`src/rtl/core/uec_pkg.sv`:
```
package uec_pkg;

    localparam int COUNT_WIDTH_DEF = 12;
    localparam int TOTAL_W         = 12;
    localparam int ACC_W           = 21;

    localparam logic [7:0] LEAD2_MASK = 8'hE0;
    localparam logic [7:0] LEAD2_CODE = 8'hC0;
    localparam logic [7:0] LEAD3_MASK = 8'hF0;
    localparam logic [7:0] LEAD3_CODE = 8'hE0;
    localparam logic [7:0] LEAD4_MASK = 8'hF8;
    localparam logic [7:0] LEAD4_CODE = 8'hF0;
    localparam logic [7:0] CONT_MASK  = 8'hC0;
    localparam logic [7:0] CONT_CODE  = 8'h80;
    localparam logic [7:0] CONT_BITS  = 8'h3F;

    localparam logic [1:0] PEND_NONE = 2'd0;
    localparam logic [1:0] PEND_ONE  = 2'd1;
    localparam logic [1:0] PEND_TWO  = 2'd2;
    localparam logic [1:0] PEND_THREE = 2'd3;

    localparam logic [ACC_W-1:0] PICT_LO = 21'h1F300;
    localparam logic [ACC_W-1:0] PICT_HI = 21'h1FAFF;
    localparam logic [ACC_W-1:0] MISC_LO = 21'h02600;
    localparam logic [ACC_W-1:0] MISC_HI = 21'h027BF;
    localparam logic [ACC_W-1:0] FLAG_LO = 21'h1F1E6;
    localparam logic [ACC_W-1:0] FLAG_HI = 21'h1F1FF;

    // per-byte decode outcome handed to the tally
    typedef struct packed {
        logic hit;
        logic last;
    } t_dec;

    function automatic logic is_emoji(input logic [ACC_W-1:0] cp);
        is_emoji = (cp >= PICT_LO && cp <= PICT_HI) ||
                   (cp >= MISC_LO && cp <= MISC_HI) ||
                   (cp >= FLAG_LO && cp <= FLAG_HI);
    endfunction

endpackage

```
`src/rtl/core/uec_decoder.sv`:
```
module uec_decoder
    import uec_pkg::*;
(
    input  logic       i_clk,
    input  logic       i_rst_n,
    input  logic       i_step,
    input  logic [7:0] i_byte,
    input  logic       i_last,
    output t_dec       o_dec
);

    logic [1:0]       r_pend, n_pend;
    logic [ACC_W-1:0] r_acc, n_acc;
    logic [ACC_W-1:0] acc_shift;
    logic             hit;

    assign acc_shift = {r_acc[ACC_W-7:0], i_byte[5:0] & CONT_BITS[5:0]};

    always_comb begin
        n_pend = r_pend;
        n_acc  = r_acc;
        hit    = 1'b0;
        if (r_pend == PEND_NONE) begin
            if ((i_byte & LEAD2_MASK) == LEAD2_CODE) begin
                n_pend = PEND_ONE;
                n_acc  = ACC_W'(i_byte[4:0]);
            end else if ((i_byte & LEAD3_MASK) == LEAD3_CODE) begin
                n_pend = PEND_TWO;
                n_acc  = ACC_W'(i_byte[3:0]);
            end else if ((i_byte & LEAD4_MASK) == LEAD4_CODE) begin
                n_pend = PEND_THREE;
                n_acc  = ACC_W'(i_byte[2:0]);
            end
        end else if ((i_byte & CONT_MASK) != CONT_CODE) begin
            // broken sequence, drop it together with this byte
            n_pend = PEND_NONE;
            n_acc  = '0;
        end else begin
            n_pend = r_pend - 2'd1;
            if (r_pend == PEND_ONE) begin
                hit   = is_emoji(acc_shift);
                n_acc = '0;
            end else begin
                n_acc = acc_shift;
            end
        end
        // end of message clears any open sequence
        if (i_last) begin
            n_pend = PEND_NONE;
            n_acc  = '0;
        end
    end

    always_ff @(posedge i_clk) begin
        if (!i_rst_n) begin
            r_pend <= PEND_NONE;
            r_acc  <= '0;
        end else if (i_step) begin
            r_pend <= n_pend;
            r_acc  <= n_acc;
        end
    end

    assign o_dec.hit  = hit;
    assign o_dec.last = i_last;

endmodule

```
`src/rtl/core/uec_tally.sv`:
```
module uec_tally
    import uec_pkg::*;
#(
    parameter int COUNT_WIDTH = COUNT_WIDTH_DEF
)
(
    input  logic               i_clk,
    input  logic               i_rst_n,
    input  logic               i_step,
    input  t_dec               i_dec,
    input  logic               i_out_ready,
    output logic               o_out_free,
    output logic               o_out_valid,
    output logic [TOTAL_W-1:0] o_emoji_total,
    output logic               o_count_saturated
);

    localparam logic [COUNT_WIDTH-1:0] TALLY_MAX = {COUNT_WIDTH{1'b1}};

    logic [COUNT_WIDTH-1:0] r_tally, n_tally;
    logic                   r_full, n_full;
    logic                   r_out_valid;
    logic [TOTAL_W-1:0]     r_total;
    logic                   r_sat;

    always_comb begin
        n_tally = r_tally;
        if (i_dec.hit && r_tally != TALLY_MAX) begin
            n_tally = r_tally + COUNT_WIDTH'(1);
        end
        n_full = r_full || (n_tally == TALLY_MAX);
    end

    assign o_out_free = !r_out_valid || i_out_ready;

    always_ff @(posedge i_clk) begin
        if (!i_rst_n) begin
            r_tally     <= '0;
            r_full      <= 1'b0;
            r_out_valid <= 1'b0;
        end else begin
            if (r_out_valid && i_out_ready) begin
                r_out_valid <= 1'b0;
            end
            if (i_step) begin
                if (i_dec.last) begin
                    r_tally     <= '0;
                    r_full      <= 1'b0;
                    r_out_valid <= 1'b1;
                end else begin
                    r_tally <= n_tally;
                    r_full  <= n_full;
                end
            end
        end
    end

    // result payload, loaded only when the output slot is free
    always_ff @(posedge i_clk) begin
        if (i_step && i_dec.last) begin
            r_total <= TOTAL_W'(n_tally);
            r_sat   <= n_full;
        end
    end

    assign o_out_valid       = r_out_valid;
    assign o_emoji_total     = r_total;
    assign o_count_saturated = r_sat;

endmodule

```
`src/rtl/core/utf8_emoji_counter_unit.sv`:
```
// Counts emoji code points in a UTF-8 message streamed one byte per request,
// with i_last_byte on the final byte. One byte is taken every cycle when the
// output side keeps up; a message's last byte is registered in the input
// stage, then its result is loaded into the output register once the slot is
// free and holds there until taken, while the next message's bytes keep flowing
// up to its own last byte. The rate is set by the decode state update (sequence
// count, code point accumulator and tally). The count saturates at
// 2**COUNT_WIDTH - 1 and is shown in 12 bits.
module utf8_emoji_counter_unit
    import uec_pkg::*;
#(
    parameter int COUNT_WIDTH = COUNT_WIDTH_DEF
)
(
    input  logic               i_clk,
    input  logic               i_rst_n,
    input  logic               i_in_valid,
    output logic               o_in_ready,
    input  logic [7:0]         i_data_byte,
    input  logic               i_last_byte,
    output logic               o_out_valid,
    input  logic               i_out_ready,
    output logic [TOTAL_W-1:0] o_emoji_total,
    output logic               o_count_saturated
);

    logic       r_in_valid;
    logic [7:0] r_in_byte;
    logic       r_in_last;
    logic       out_free;
    logic       step;
    t_dec       dec;

    // a last byte must wait for the result slot, other bytes never stall
    assign step       = r_in_valid && (!r_in_last || out_free);
    assign o_in_ready = !r_in_valid || step;

    always_ff @(posedge i_clk) begin
        if (!i_rst_n) begin
            r_in_valid <= 1'b0;
        end else if (o_in_ready) begin
            r_in_valid <= i_in_valid;
        end
    end

    always_ff @(posedge i_clk) begin
        if (o_in_ready && i_in_valid) begin
            r_in_byte <= i_data_byte;
            r_in_last <= i_last_byte;
        end
    end

    uec_decoder u_decoder (
        .i_clk   (i_clk),
        .i_rst_n (i_rst_n),
        .i_step  (step),
        .i_byte  (r_in_byte),
        .i_last  (r_in_last),
        .o_dec   (dec)
    );

    uec_tally #(
        .COUNT_WIDTH (COUNT_WIDTH)
    ) u_tally (
        .i_clk             (i_clk),
        .i_rst_n           (i_rst_n),
        .i_step            (step),
        .i_dec             (dec),
        .i_out_ready       (i_out_ready),
        .o_out_free        (out_free),
        .o_out_valid       (o_out_valid),
        .o_emoji_total     (o_emoji_total),
        .o_count_saturated (o_count_saturated)
    );

endmodule

```
`config.mk`:
```
export PLATFORM = sky130hd
export DESIGN_NAME = utf8_emoji_counter_unit
export DESIGN_NICKNAME = d
export VERILOG_FILES = /design/src/rtl/core/uec_pkg.sv /design/src/rtl/core/uec_decoder.sv /design/src/rtl/core/uec_tally.sv /design/src/rtl/core/utf8_emoji_counter_unit.sv
export SDC_FILE = /design/constraint.sdc
export NUM_CORES = 1
export LEC_CHECK = 0
export ABC_AREA = 1
export BUFFER_PORTS_ARGS = -buffer_cell sky130_fd_sc_hd__buf_2
export CORE_UTILIZATION = 47
export DETAILED_ROUTE_END_ITERATION = 10
export PLACE_DENSITY = 0.75
export SLEW_MARGIN = 25
export SYNTH_ARGS = -nofsm -noshare
export SYNTH_HDL_FRONTEND = slang
export SYNTH_SLANG_ARGS = --single-unit
```
`constraint.sdc`:
```
create_clock -name i_clk -period 2.48 [get_ports i_clk]
set_clock_uncertainty 0.2 [all_clocks]
set_input_delay 0.248 -clock i_clk [delete_from_list [all_inputs] [get_ports i_clk]]
set_output_delay 0.248 -clock i_clk [all_outputs]
set_load 0.005 [all_outputs]
```
# After elaboration in Yosys (flattened, before gate mapping)
# Cells that the tools add are included.
[classes] n_eq_ne=8 addsub=2 n_lt_le_gt_ge=6 n_mux=22 reduce_logical=19
[op_table] operator="2-to-1 mux 15 bit" count=7
[op_table] operator=">= comparator 21 x 17 -> 1 bit, second input constant" count=2
[op_table] operator="less-or-equal comparator 21 x 17 -> 1 bit, second input constant" count=2
[op_table] operator="2-to-1 mux 12 bit" count=2
[op_table] operator=">= comparator 21 x 14 -> 1 bit, second input constant" count=1
[op_table] operator="less-or-equal comparator 21 x 14 -> 1 bit, second input constant" count=1
[op_table] operator="adder 12 x 1 -> 12 bit, second input constant" count=1
[op_table] operator="== test 12 bit, second input constant" count=1
[op_table] operator="2-to-1 mux 2 bit" count=6
[op_table] operator="inequality test 12 bit, second input constant" count=1
[op_table] operator="logical AND 1 bit" count=8
[op_table] operator="2-to-1 mux 1 bit" count=7
[op_table] operator="logical OR 1 bit" count=6
[op_table] operator="== test 5 bit, second input constant" count=1
[op_table] operator="inequality test 5 bit, second input constant" count=1
[op_table] operator="== test 4 bit, second input constant" count=1
[op_table] operator="== test 3 bit, second input constant" count=1
[op_table] operator="zero test 1 bit" count=3
[op_table] operator="== test 2 x 1 -> 1 bit, second input constant" count=1
[op_table] operator="zero test 2 bit" count=1
[op_table] operator="inequality test 2 bit, second input constant" count=1
[op_table] operator="AND reduction 2 bit" count=1
[op_table] operator="subtractor 2 x 1 -> 2 bit, second input constant" count=1
[word_totals] reg_bits=54 inputBits=13 elab_cells=67 out_inout_bits=15

# Depth between registers and ports, before layout
# Gate-level depths: netlist of run 1.
[logic_depth] word_depth=12 mapped_depth=17 mapped_depth_nobuf=17

# Hierarchy
# From an unflattened synthesis of run 1, not the netlist that was laid out.
[unflattened] hier_cells=407 hier_area_um2=2987.9
[modules_own_cells] module="uec_tally" cells_per_inst=191 n_inst=1 area_per_inst_um2=1455.1 seq_area_each_um2=670.6
[modules_own_cells] module="uec_decoder" cells_per_inst=198 n_inst=1 area_per_inst_um2=1197.4 seq_area_each_um2=340.3
[modules_own_cells] module="utf8_emoji_counter_unit" cells_per_inst=18 n_inst=1 area_per_inst_um2=335.3 seq_area_each_um2=290.3

# Worst setup path before layout of run 1
# Ideal clock, no wire load.
[synth_timing] path_kind="register to register" startpoint="register u_tally.r_tally[0]" endpoint="register u_tally.r_sat (netlist: u_tally.o_count_saturated) (data pin)" arrival_ns=1.617 path_buffers=0 synth_period_minus_slack_ns=2.070 setup_slack_ns=0.410 setup_ns=0.253 path_stages_with_launch=16 required_time_ns=2.027 path_cell_list="dfxtp_1 ha_1 nand2_2 nor2_4 nand2_2 nor2_4 nand3_4 clkinv_4 nor2_2 nand3_2 o21ai_1 nand2_2 nand2_1 nor2_1 nand2_2 nand2_1"
[synth_between] elab_chain_len=5 word_cells_on_any_way=6 classes_between="add/sub: 1; eq/ne: 2; mux: 1; reduce/logical: 2"
[synth_rtl] element="from (decl)" line="uec_tally.sv:20" rtl="logic [COUNT_WIDTH-1:0] r_tally, n_tally;"
[synth_rtl] element="from (signal assigned)" line="uec_tally.sv:51" rtl="r_tally <= n_tally;"
[synth_rtl] element="parallel branches: the longest is 2 deep, another holds adder 12 x 1 -> 12 bit"
[synth_rtl] element="2-to-1 mux 12 bit (*)" line="uec_tally.sv:28" rtl="if (i_dec.hit && r_tally != TALLY_MAX) begin"
[synth_rtl] element="via u_tally.n_tally[9]" line="uec_tally.sv:20"
[synth_rtl] element="== test 12 bit (*)" line="uec_tally.sv:31" rtl="n_full = r_full || (n_tally == TALLY_MAX);"
[synth_rtl] element="logical OR 1 bit (*)" line="uec_tally.sv:31"
[synth_rtl] element="via u_tally.n_full" line="uec_tally.sv:21" rtl="logic r_full, n_full;"
[synth_rtl] element="to (signal assigned)" line="uec_tally.sv:62" rtl="r_sat <= n_full;"
[synth_rtl] element="to (decl)" line="uec_tally.sv:24" rtl="logic r_sat;"
# Mark *: on every way through the listed nets, which the timed path passes.
# A chain may end at the register's enable or synchronous reset.

# Final worst setup path of run 1
# Ends and elaborated chain as after synthesis.

==> impl_metrics.json, run 1 <==
{
  "status": "complete, no violations",
  "core.rowCount": 27,
  "cp-start-kind": "flop",
  "peakVddDrop_mv": 0.3706,
  "min_period_over_period_pct": 93.36,
  "syn-num-nets": 364,
  "cp-end-kind": "flop",
  "stdcell_count": 461,
  "cp.arrival_ns": 2.19,
  "tns_ns": 0,
  "cp_max_fo": 5,
  "dpl_worst_slack_ns": 0.1624,
  "layout_min_cycle_time_ns": 2.315,
  "synth-adder-area-share_pct": 1.370,
  "nets": 404,
  "fin_ws_ns": 0.1646,
  "num_vias": 2386,
  "dr.first_iter.drc_count": 156,
  "wl_per_cell_um": 12.38,
  "async_flop_share_pct": 0,
  "hp-class": "in -> reg",
  "p_per_area_mw_per_mm2": 510.2,
  "clock_path_buffers": 2,
  "start_util_pct": 49.14,
  "numPortBuffers": 27,
  "cts.htree.levels": 2,
  "p_leak_nw": 1.290,
  "fill_cells": 511,
  "design.core.area_mm2": 0.005574,
  "hold_viol": 0,
  "avgSynthCellArea_um2": 7.870,
  "routed_wirelength_mm": 5.706,
  "die_h_um": 78.34,
  "synth-edff-count": 22,
  "track_usage_pct": 19.95,
  "grt_pass1_vias": 2227,
  "final_layout_size_suffix_gt1_share_pct": 18.51,
  "dpl.hpwl_mm": 4.245,
  "finalWeightedCongestion": 0.9326,
  "synthMuxAreaShare_pct": 0,
  "grt_max_degree": 19,
  "rsz0062_at_grt": "false",
  "synth_flop_cell": "dfxtp_1",
  "yosysUniqueCellTypes": 32,
  "grt_pass1_wl_mm": 9.784,
  "cts_tree": "done",
  "grt_remaining_overflow": 0,
  "synth-seq-cells": 54,
  "tightest_slew_ns": 0.5087,
  "io_pins": 28,
  "synth-seq-area-share_pct": 47.51,
  "viasPerCell": 5.176,
  "syn2layout_area_growth_pct": 15.17,
  "synth_compound_area_share_pct": 10.10,
  "slew_viol_final": 0,
  "syn_inst": 348,
  "fmax_ghz": 0.4319,
  "critPathKind": "reg -> reg",
  "synthXorXnorAreaFrac_pct": 0.3198,
  "worstSkewPairLatency_ns": 0.31,
  "cts.sink_count": 54,
  "yosysWarnings": 0,
  "dieArea_mm2": 0.006136,
  "power_mw": 1.609,
  "antenna_found_initial": 0,
  "synth_top_family_by_area": "simple AND/OR/NAND/NOR gates",
  "ant_nets": 0,
  "cts_root_buffer": "clkbuf_8",
  "max_cap_violations": 0,
  "fp.dieW_um": 78.34,
  "drtPass1Iterations": 4,
  "dp_cells": 444,
  "syn_area_mm2": 0.002739,
  "clk_pin_slew_worst_paths_ns": 0.10,
  "setup_viol": 0,
  "slew-limit-headroom_pct": 66.05,
  "post_synth_and_or_nand_nor_area_fraction_pct": 31.80,
  "drc": 0,
  "cp_data_required_time_ns": 2.36,
  "num_antenna_cells": 0,
  "cts_buffers": 5
}
==> flip-flops by register name (all words and copies together) (netlist names) <==
register,count
u_decoder.r_pend,2
u_decoder.r_acc,15
u_tally.o_emoji_total,12
r_in_valid,1
u_tally.o_out_valid,1
u_tally.r_full,1
r_in_last,1
r_in_byte,8
u_tally.o_count_saturated,1
u_tally.r_tally,12
==> metal layers <==
metal	vias to the layer above	part of all wire (%)	global-route usage, %
li1	1221	-	-
met1	1094	45	23.85
met2	63	50	36.67
met3	8	3.8	3.488
met4	0	1.2	5.000
met5	-	0	0
==> Yosys cell counts, types with 2 or more instances <==
cell type	number	area share (%)
clkbuf_1	6	0.82
a21oi_1	29	5.3
nand3_2	2	0.73
nand4_1	18	4.1
nand3_4	2	1.3
nand3_1	24	4.4
o211ai_1	2	0.55
dfxtp_1	32	23
a31oi_1	2	0.46
inv_2	2	0.27
o21ai_1	2	0.37
ha_1	3	1.4
inv_1	46	6.3
edfxtp_1	22	24
buf_2	2	0.37
o21ai_0	8	1.5
nand2_1	83	11
nor2_2	6	1.4
nand2_2	13	3.0
nor2_1	25	3.4
a211oi_1	6	1.6
nor2_4	3	1.2
==> worst paths after layout <==
| path | start | to | slack (ns) | cells after the start |
|---|---|---|---|---|
| min reg2reg | u_decoder.r_acc[11]$_SDFFE_PN0P_ | u_decoder.r_acc[11]$_SDFFE_PN0P_ | 0.28 | 2 |
| max reg2reg | u_tally.r_tally[0]$_SDFFE_PN0P_ | u_tally.o_count_saturated$_DFFE_PP_ | 0.16 | 16 |
| max | u_tally.r_tally[0]$_SDFFE_PN0P_ | u_tally.o_count_saturated$_DFFE_PP_ | 0.16 | 16 |
| min | i_in_valid | r_in_valid$_SDFFE_PN0N_ | 0.01 | 3 |
==> cells in the final DEF, fill, tap and decap left out, drive strengths merged, types with 2 or more instances in the layout <==
cell,n
nand2,96
dlygate4sd3,9
clkinv,2
dfxtp,32
nand4,18
clkbuf,6
nor2,34
buf,34
ha,3
a21oi,30
nand3,28
edfxtp,22
o21ai,10
a31oi,2
inv,49
a211oi,6
o211ai,2
==> area by class of cell <==
type                    count  area [um^2]  area share (%)
flip-flops and latches     54         1301           41.25
repair buffers             43        277.8           8.806
clock buffers               6        82.58           2.618
well taps                  72        90.09           2.856
inverters                  50        192.7           6.109
clock inverters             2        16.27          0.5157
multi-input cells         234         1194           37.84
==> where the power goes <==
group          internal, mW  switching [mW]  total [mW]
Combinational        0.0484          0.0797       0.128
Clock                 0.230           0.290       0.520
Sequential            0.944          0.0169       0.961
Total                  1.22           0.387        1.61
==> critical path: stages, from the launching register on <==
cell and delay (ns):
dfxtp_1 0.42, ha_1 0.23, nand2_2 0.10, nor2_4 0.15, nand2_2 0.08, nor2_4 0.13
nand3_4 0.11, clkinv_4 0.08, nor2_2 0.05, nand3_2 0.10, nor2_1 0.05, nand2_1 0.06
nand2_2 0.06, nand2_1 0.08, nor2_1 0.05, nand2_2 0.07, nand2_1 0.05
==> logic make-up after synthesis <==
family | count (synthesis)
flip-flops | 54
AND/OR/NAND/NOR | 180
buffers and inverters | 60
AO/OA/AOI/OAI | 50
adder cells (fa/ha/maj) | 3
XOR/XNOR | 1
==> per-stage QoR <==
stage | area (um^2) | utilization, % | hold WS (ns)
after detailed placement | 2965 | 53.20 | 0.2261
final | 3154 | 56.59 | 0.01243
after global routing | 3154 | 56.59 | 0.01396
after CTS | 3154 | 56.59 | 0.007654
after floorplan | 2739 | - | 0.1469
after global placement | 2965 | 53.20 | 0.2240
==> timing repair <==
item / 4_1_cts / 5_1_grt
hold endpoints to repair: 9 / 0
gates resized for setup: 0 / 0
setup buffers: 0 / 0
hold buffers: 9 / 0
(Power assumes the default switching activity.)
==> run 2: changes to the inputs <==
--- a/config.mk
+++ b/config.mk
@@ -9,7 +9,7 @@
 export BUFFER_PORTS_ARGS = -buffer_cell sky130_fd_sc_hd__buf_2
 export CORE_UTILIZATION = 47
 export DETAILED_ROUTE_END_ITERATION = 10
-export PLACE_DENSITY = 0.75
+export PLACE_DENSITY_LB_ADDON = 0.2
 export SLEW_MARGIN = 25
 export SYNTH_ARGS = -nofsm -noshare
 export SYNTH_HDL_FRONTEND = slang
==> impl_metrics.json, run 2 (synthesized netlist as in run 1, its figures left out) <==
{
  "cts_root_buffer": "clkbuf_8",
  "p_leak_nw": 1.330,
  "grt_remaining_overflow": 0,
  "cp.arrival_ns": 2.10,
  "viasPerCell": 5.088,
  "worstSkewPairLatency_ns": 0.31,
  "dpl_cell_area_mm2": 0.002993,
  "reg2reg_depth": 15,
  "start_util_pct": 49.14,
  "num_vias": 2361,
  "fin_area_mm2": 0.003237,
  "cts_buffers": 5,
  "syn2layout_area_growth_pct": 18.18,
  "dpl.hpwl_mm": 4.223,
  "numPortBuffers": 27,
  "fmax_ghz": 0.4500,
  "fp.dieW_um": 78.34,
  "grt_pass1_wl_mm": 9.846,
  "design.core.area_mm2": 0.005574,
  "critPathKind": "reg -> reg",
  "final_layout_size_suffix_gt1_share_pct": 19.13,
  "post_cts_buffers": 0,
  "cts.sink_count": 54,
  "wl_per_cell_um": 12.51,
  "tns_ns": 0,
  "finalWeightedCongestion": 0.9226,
  "max_cap_violations": 0,
  "dp_cells": 446,
  "rsz0062_at_grt": "false",
  "slew-limit-headroom_pct": 66.63,
  "cp-start-kind": "flop",
  "min_path_cells": 3,
  "largest_reg_flops": 15,
  "min_period_over_period_pct": 89.60,
  "cts.htree.levels": 2,
  "drtPass1Iterations": 4,
  "dr.first_iter.drc_count": 157,
  "grt_pass1_vias": 2203,
  "path_cells": "ha_1 > nand2_2 > nor2_4 > nand2_2 > nor2_4 > nand3_4 > clkinv_4 > nor2_2 > nand3_2 > o21ai_1 > nand2_2 > nand2_1 > nor2_1 > nand2_2 > nand2_1",
  "core.rowCount": 27,
  "cp_max_fo": 5,
  "cp_data_required_time_ns": 2.36,
  "cp-end-kind": "flop",
  "clock_path_buffers": 2,
  "antenna_found_initial": 0,
  "ant_nets": 0,
  "largest-register": "u_decoder.r_acc",
  "cts_tree": "done",
  "layout_min_cycle_time_ns": 2.222,
  "cpMostUsedCell": "nand2_2",
  "stdcell_count": 464,
  "critPathMaxStageDelay_ns": 0.36,
  "track_usage_pct": 20.38,
  "final_cell_mix": "83 x nand2_1, 46 x inv_1, 31 x dfxtp_1, 29 x a21oi_1, 27 x buf_2",
  "io_pins": 28,
  "slew_viol_final": 0,
  "num_antenna_cells": 0,
  "hp-class": "in -> reg",
  "tightest_slew_ns": 0.5000,
  "dieArea_mm2": 0.006136,
  "clk_pin_slew_worst_paths_ns": 0.10,
  "grt_max_degree": 29,
  "drc": 0,
  "slowest_stage": "dfxtp_2",
  "peakVddDrop_mv": 0.3224,
  "nets": 407,
  "p_per_area_mw_per_mm2": 558.7,
  "status": "complete, no violations",
  "die_h_um": 78.34,
  "setup_viol": 0,
  "routed_wirelength_mm": 5.805,
  "layout_commonest_cell": "nand2_1",
  "hold_viol": 0
}
==> run 2: cell count changes in the layout (fill, tap and decap cells not counted), sizes merged <==
cell	previous run	this run
inv	49	48
buf	34	36
clkinvlp	1	0
dlygate4sd3	9	10
bufinv	0	2
==> run 2: layout make-up <==
class	instances	area [um^2]
well taps	72	90.09
flip-flops and latches	54	1303
repair buffers	46	315.3
clock inverters	2	60.06
inverters	50	192.7
multi-input cells	234	1194
fillers	519	2337
clock buffers	6	82.58
==> run 2: worst paths after layout <==
kind | start | endpoint | slack [ns]
hold / removal | i_rst_n | u_tally.o_out_valid$_SDFF_PN0_ | 0.04
setup reg to reg | u_tally.r_tally[0]$_SDFFE_PN0P_ | u_tally.o_count_saturated$_DFFE_PP_ | 0.26
hold reg to reg | u_tally.r_tally[7]$_SDFFE_PN0P_ | u_tally.r_tally[7]$_SDFFE_PN0P_ | 0.28
setup / recovery | u_tally.r_tally[0]$_SDFFE_PN0P_ | u_tally.o_count_saturated$_DFFE_PP_ | 0.26
==> run 2: critical path: cells and delay by family, from the launching register on <==
kind	cells	cell delay [ns]
AND/OR/NAND/NOR	12	0.98
flip-flops	1	0.36
adder cells (fa/ha/maj)	1	0.23
AO/OA/AOI/OAI	1	0.16
buffers and inverters	1	0.07
==> run 2: per-layer routing <==
layer | wire length [um] | GRT usage (%) | vias to the layer above
li1 | - | - | 1230
met3 | 179 | 3.140 | 7
met5 | 0 | 0 | -
met2 | 2907 | 36.84 | 42
met4 | 78 | 6.111 | 0
met1 | 2639 | 24.76 | 1082
==> run 2: repair_timing <==
item,CTS,global route
hold endpoints to repair,10,0
gates resized for setup,0,1
hold buffers,10,0
setup endpoints to repair,0,1
==> run 2: power breakdown <==
part | total (mW) | internal, mW | switching (mW)
registers | 0.961 | 0.944 | 0.0165
logic | 0.135 | 0.0519 | 0.0835
clock network | 0.712 | 0.430 | 0.282
total | 1.81 | 1.43 | 0.382
==> run 2: per-stage QoR <==
stage / hold slack (ns) / power, mW / worst slack, ns / util [%]
floorplan: 0.1469 / 1.055 / 0.4099 / -
global placement: 0.2244 / 1.098 / 0.2939 / 53.69
detailed placement: 0.2267 / 1.103 / 0.2161 / 53.69
CTS: 0.03345 / 1.819 / 0.2021 / 58.05
global route: 0.07269 / 1.873 / 0.01853 / 58.07
finish: 0.03765 / 1.808 / 0.2580 / 58.07
==> run 3: changes to the inputs <==
==> constraint.sdc (replaced) <==
create_clock -name i_clk -period 2.4 [get_ports i_clk]
set_clock_uncertainty 0.2 [all_clocks]
set_input_delay 0.24 -clock i_clk [delete_from_list [all_inputs] [get_ports i_clk]]
set_output_delay 0.24 -clock i_clk [all_outputs]
set_load 0.005 [all_outputs]
==> impl_metrics.json, run 3 (synthesized netlist as in run 1, its figures left out) <==
{
  "dpl.hpwl_mm": 4.086,
  "grt_max_degree": 30,
  "nets": 407,
  "p_leak_nw": 1.306,
  "start_util_pct": 49.14,
  "status": "complete, no violations",
  "final_layout_size_suffix_gt1_share_pct": 19.64,
  "ant_nets": 0,
  "regToRegSetupSlack_ns": 0.20,
  "rsz0062_at_grt": "false",
  "finalWeightedCongestion": 0.9529,
  "num_vias": 2370,
  "min_path_cells": 3,
  "fp.dieW_um": 78.34,
  "slew-limit-headroom_pct": 67.00,
  "cp-start-kind": "flop",
  "largest_reg_flops": 15,
  "seq_area_mm2": 0.001304,
  "fin_ws_ns": 0.2013,
  "cp_max_fo": 5,
  "cp.arrival_ns": 2.08,
  "layout_min_cycle_time_ns": 2.199,
  "slew_viol_final": 0,
  "core.rowCount": 27,
  "track_usage_pct": 20.30,
  "fill_cells": 554,
  "num_antenna_cells": 0,
  "final_cell_mix": "83 x nand2_1, 46 x inv_1, 30 x dfxtp_1, 29 x a21oi_1, 27 x buf_2",
  "cts.sink_count": 54,
  "cts_root_buffer": "clkbuf_8",
  "cts_buffers": 5,
  "viasPerCell": 5.108,
  "grt_pass1_wl_mm": 9.715,
  "critPathKind": "reg -> reg",
  "layout_commonest_cell": "nand2_1",
  "largest-register": "u_decoder.r_acc",
  "fin_area_mm2": 0.003213,
  "wl_per_cell_um": 12.27,
  "cts_tree": "done",
  "tns_ns": 0,
  "fmax_ghz": 0.4548,
  "clock_path_buffers": 2,
  "peakVddDrop_mv": 0.3160,
  "cp-end-kind": "flop",
  "drc": 0,
  "reg2reg_to": "u_tally.o_count_saturated$_DFFE_PP_",
  "dieArea_mm2": 0.006136,
  "worstSkewPairLatency_ns": 0.31,
  "hold_viol": 0,
  "antenna_found_initial": 0,
  "dp_cells": 446,
  "cts.htree.levels": 2,
  "dr.first_iter.drc_count": 180,
  "cp_data_required_time_ns": 2.28,
  "drtPass1Iterations": 7,
  "design.core.area_mm2": 0.005574,
  "hp-class": "in -> reg",
  "min_period_over_period_pct": 91.61,
  "grt_remaining_overflow": 0,
  "routed_wirelength_mm": 5.692,
  "tightest_slew_ns": 0.4945,
  "final_util_pct": 57.64,
  "multi_input_area_mm2": 0.001201,
  "die_h_um": 78.34,
  "numPortBuffers": 27,
  "timing.rr.start": "u_tally.r_tally[0]$_SDFFE_PN0P_",
  "dpl_worst_slack_ns": 0.1703,
  "stdcell_count": 464,
  "clk_pin_slew_worst_paths_ns": 0.10,
  "reg2reg_depth": 16,
  "syn2layout_area_growth_pct": 17.31,
  "setup_viol": 0,
  "hold_start": "i_rst_n",
  "dpl_cell_area_mm2": 0.002993,
  "max_cap_violations": 0,
  "io_pins": 28,
  "p_per_area_mw_per_mm2": 538.1,
  "min_to": "u_tally.o_out_valid$_SDFF_PN0_",
  "grt_pass1_vias": 2196
}
## run 3: metrics by stage
step	power (mW)	hold WS, ns
final	1.729	0.01457
after floorplan	1.090	0.1389
after CTS	1.751	0.01029
after detailed placement	1.136	0.2181
after global placement	1.134	0.2166
after global routing	1.810	0.03211
## run 3: area by class of cell
cell class / count / share of cell area (%)
flip-flops and latches: 54 / 40.58
multi-input cells: 234 / 37.38
repair buffers: 46 / 9.813
inverters: 50 / 5.997
well taps: 72 / 2.804
clock buffers: 6 / 2.259
clock inverters: 2 / 1.168
## run 3: repair_timing
action                     CTS  global route
resized for setup            0             4
setup endpoints to repair    0             2
hold buffers                10             0
setup buffers                0             0
hold endpoints to repair    10             0
## run 3: where the power goes
part	total [mW]	switching, mW	internal, mW	leakage, nW
clock	0.599	0.288	0.311	0.0514
sequential	0.991	0.0161	0.975	0.490
combinational	0.138	0.0853	0.0526	0.765
## run 3: critical path, stage by stage (launching register included)
cell      delay [ns]
dfxtp_2         0.37
ha_2            0.20
nand2_2         0.08
nor2_4          0.14
nand2_2         0.08
nor2_4          0.13
nand3_4         0.11
clkinv_4        0.08
nor2_2          0.05
nand4_1         0.11
nand2_2         0.10
nand2_2         0.08
inv_2           0.03
nand2_2         0.06
nor2_4          0.03
nand2_2         0.07
nand2_1         0.05
## run 3: worst max-delay path by stage
| stage | endpoint | cells after the start | startpoint | slack [ns] |
|---|---|---|---|---|
| 3_5_place_dp | u_tally.o_count_saturated$_DFFE_PP_ | 16 | u_tally.r_tally[0]$_SDFFE_PN0P_ | 0.17 |
| 3_3_place_gp | u_tally.o_count_saturated$_DFFE_PP_ | 16 | u_tally.r_tally[0]$_SDFFE_PN0P_ | 0.21 |
| 2_1_floorplan | u_tally.o_count_saturated$_DFFE_PP_ | 15 | u_tally.r_tally[0]$_SDFFE_PN0P_ | 0.33 |
| 4_1_cts | u_tally.o_count_saturated$_DFFE_PP_ | 16 | u_tally.r_tally[0]$_SDFFE_PN0P_ | 0.15 |
| 5_1_grt | u_tally.o_count_saturated$_DFFE_PP_ | 12 | u_decoder.r_acc[6]$_SDFFE_PN0P_ | 0.02 |
| 6_report | u_tally.o_count_saturated$_DFFE_PP_ | 16 | u_tally.r_tally[0]$_SDFFE_PN0P_ | 0.20 |
## run 3: layer usage
layer | up-vias | global-route usage (%) | share of wire [%]
met5 | - | 0 | 0
met4 | 0 | 9.074 | 2.2
met3 | 12 | 4.302 | 3.6
met2 | 46 | 34.39 | 48
met1 | 1078 | 24.69 | 46
li1 | 1234 | - | -
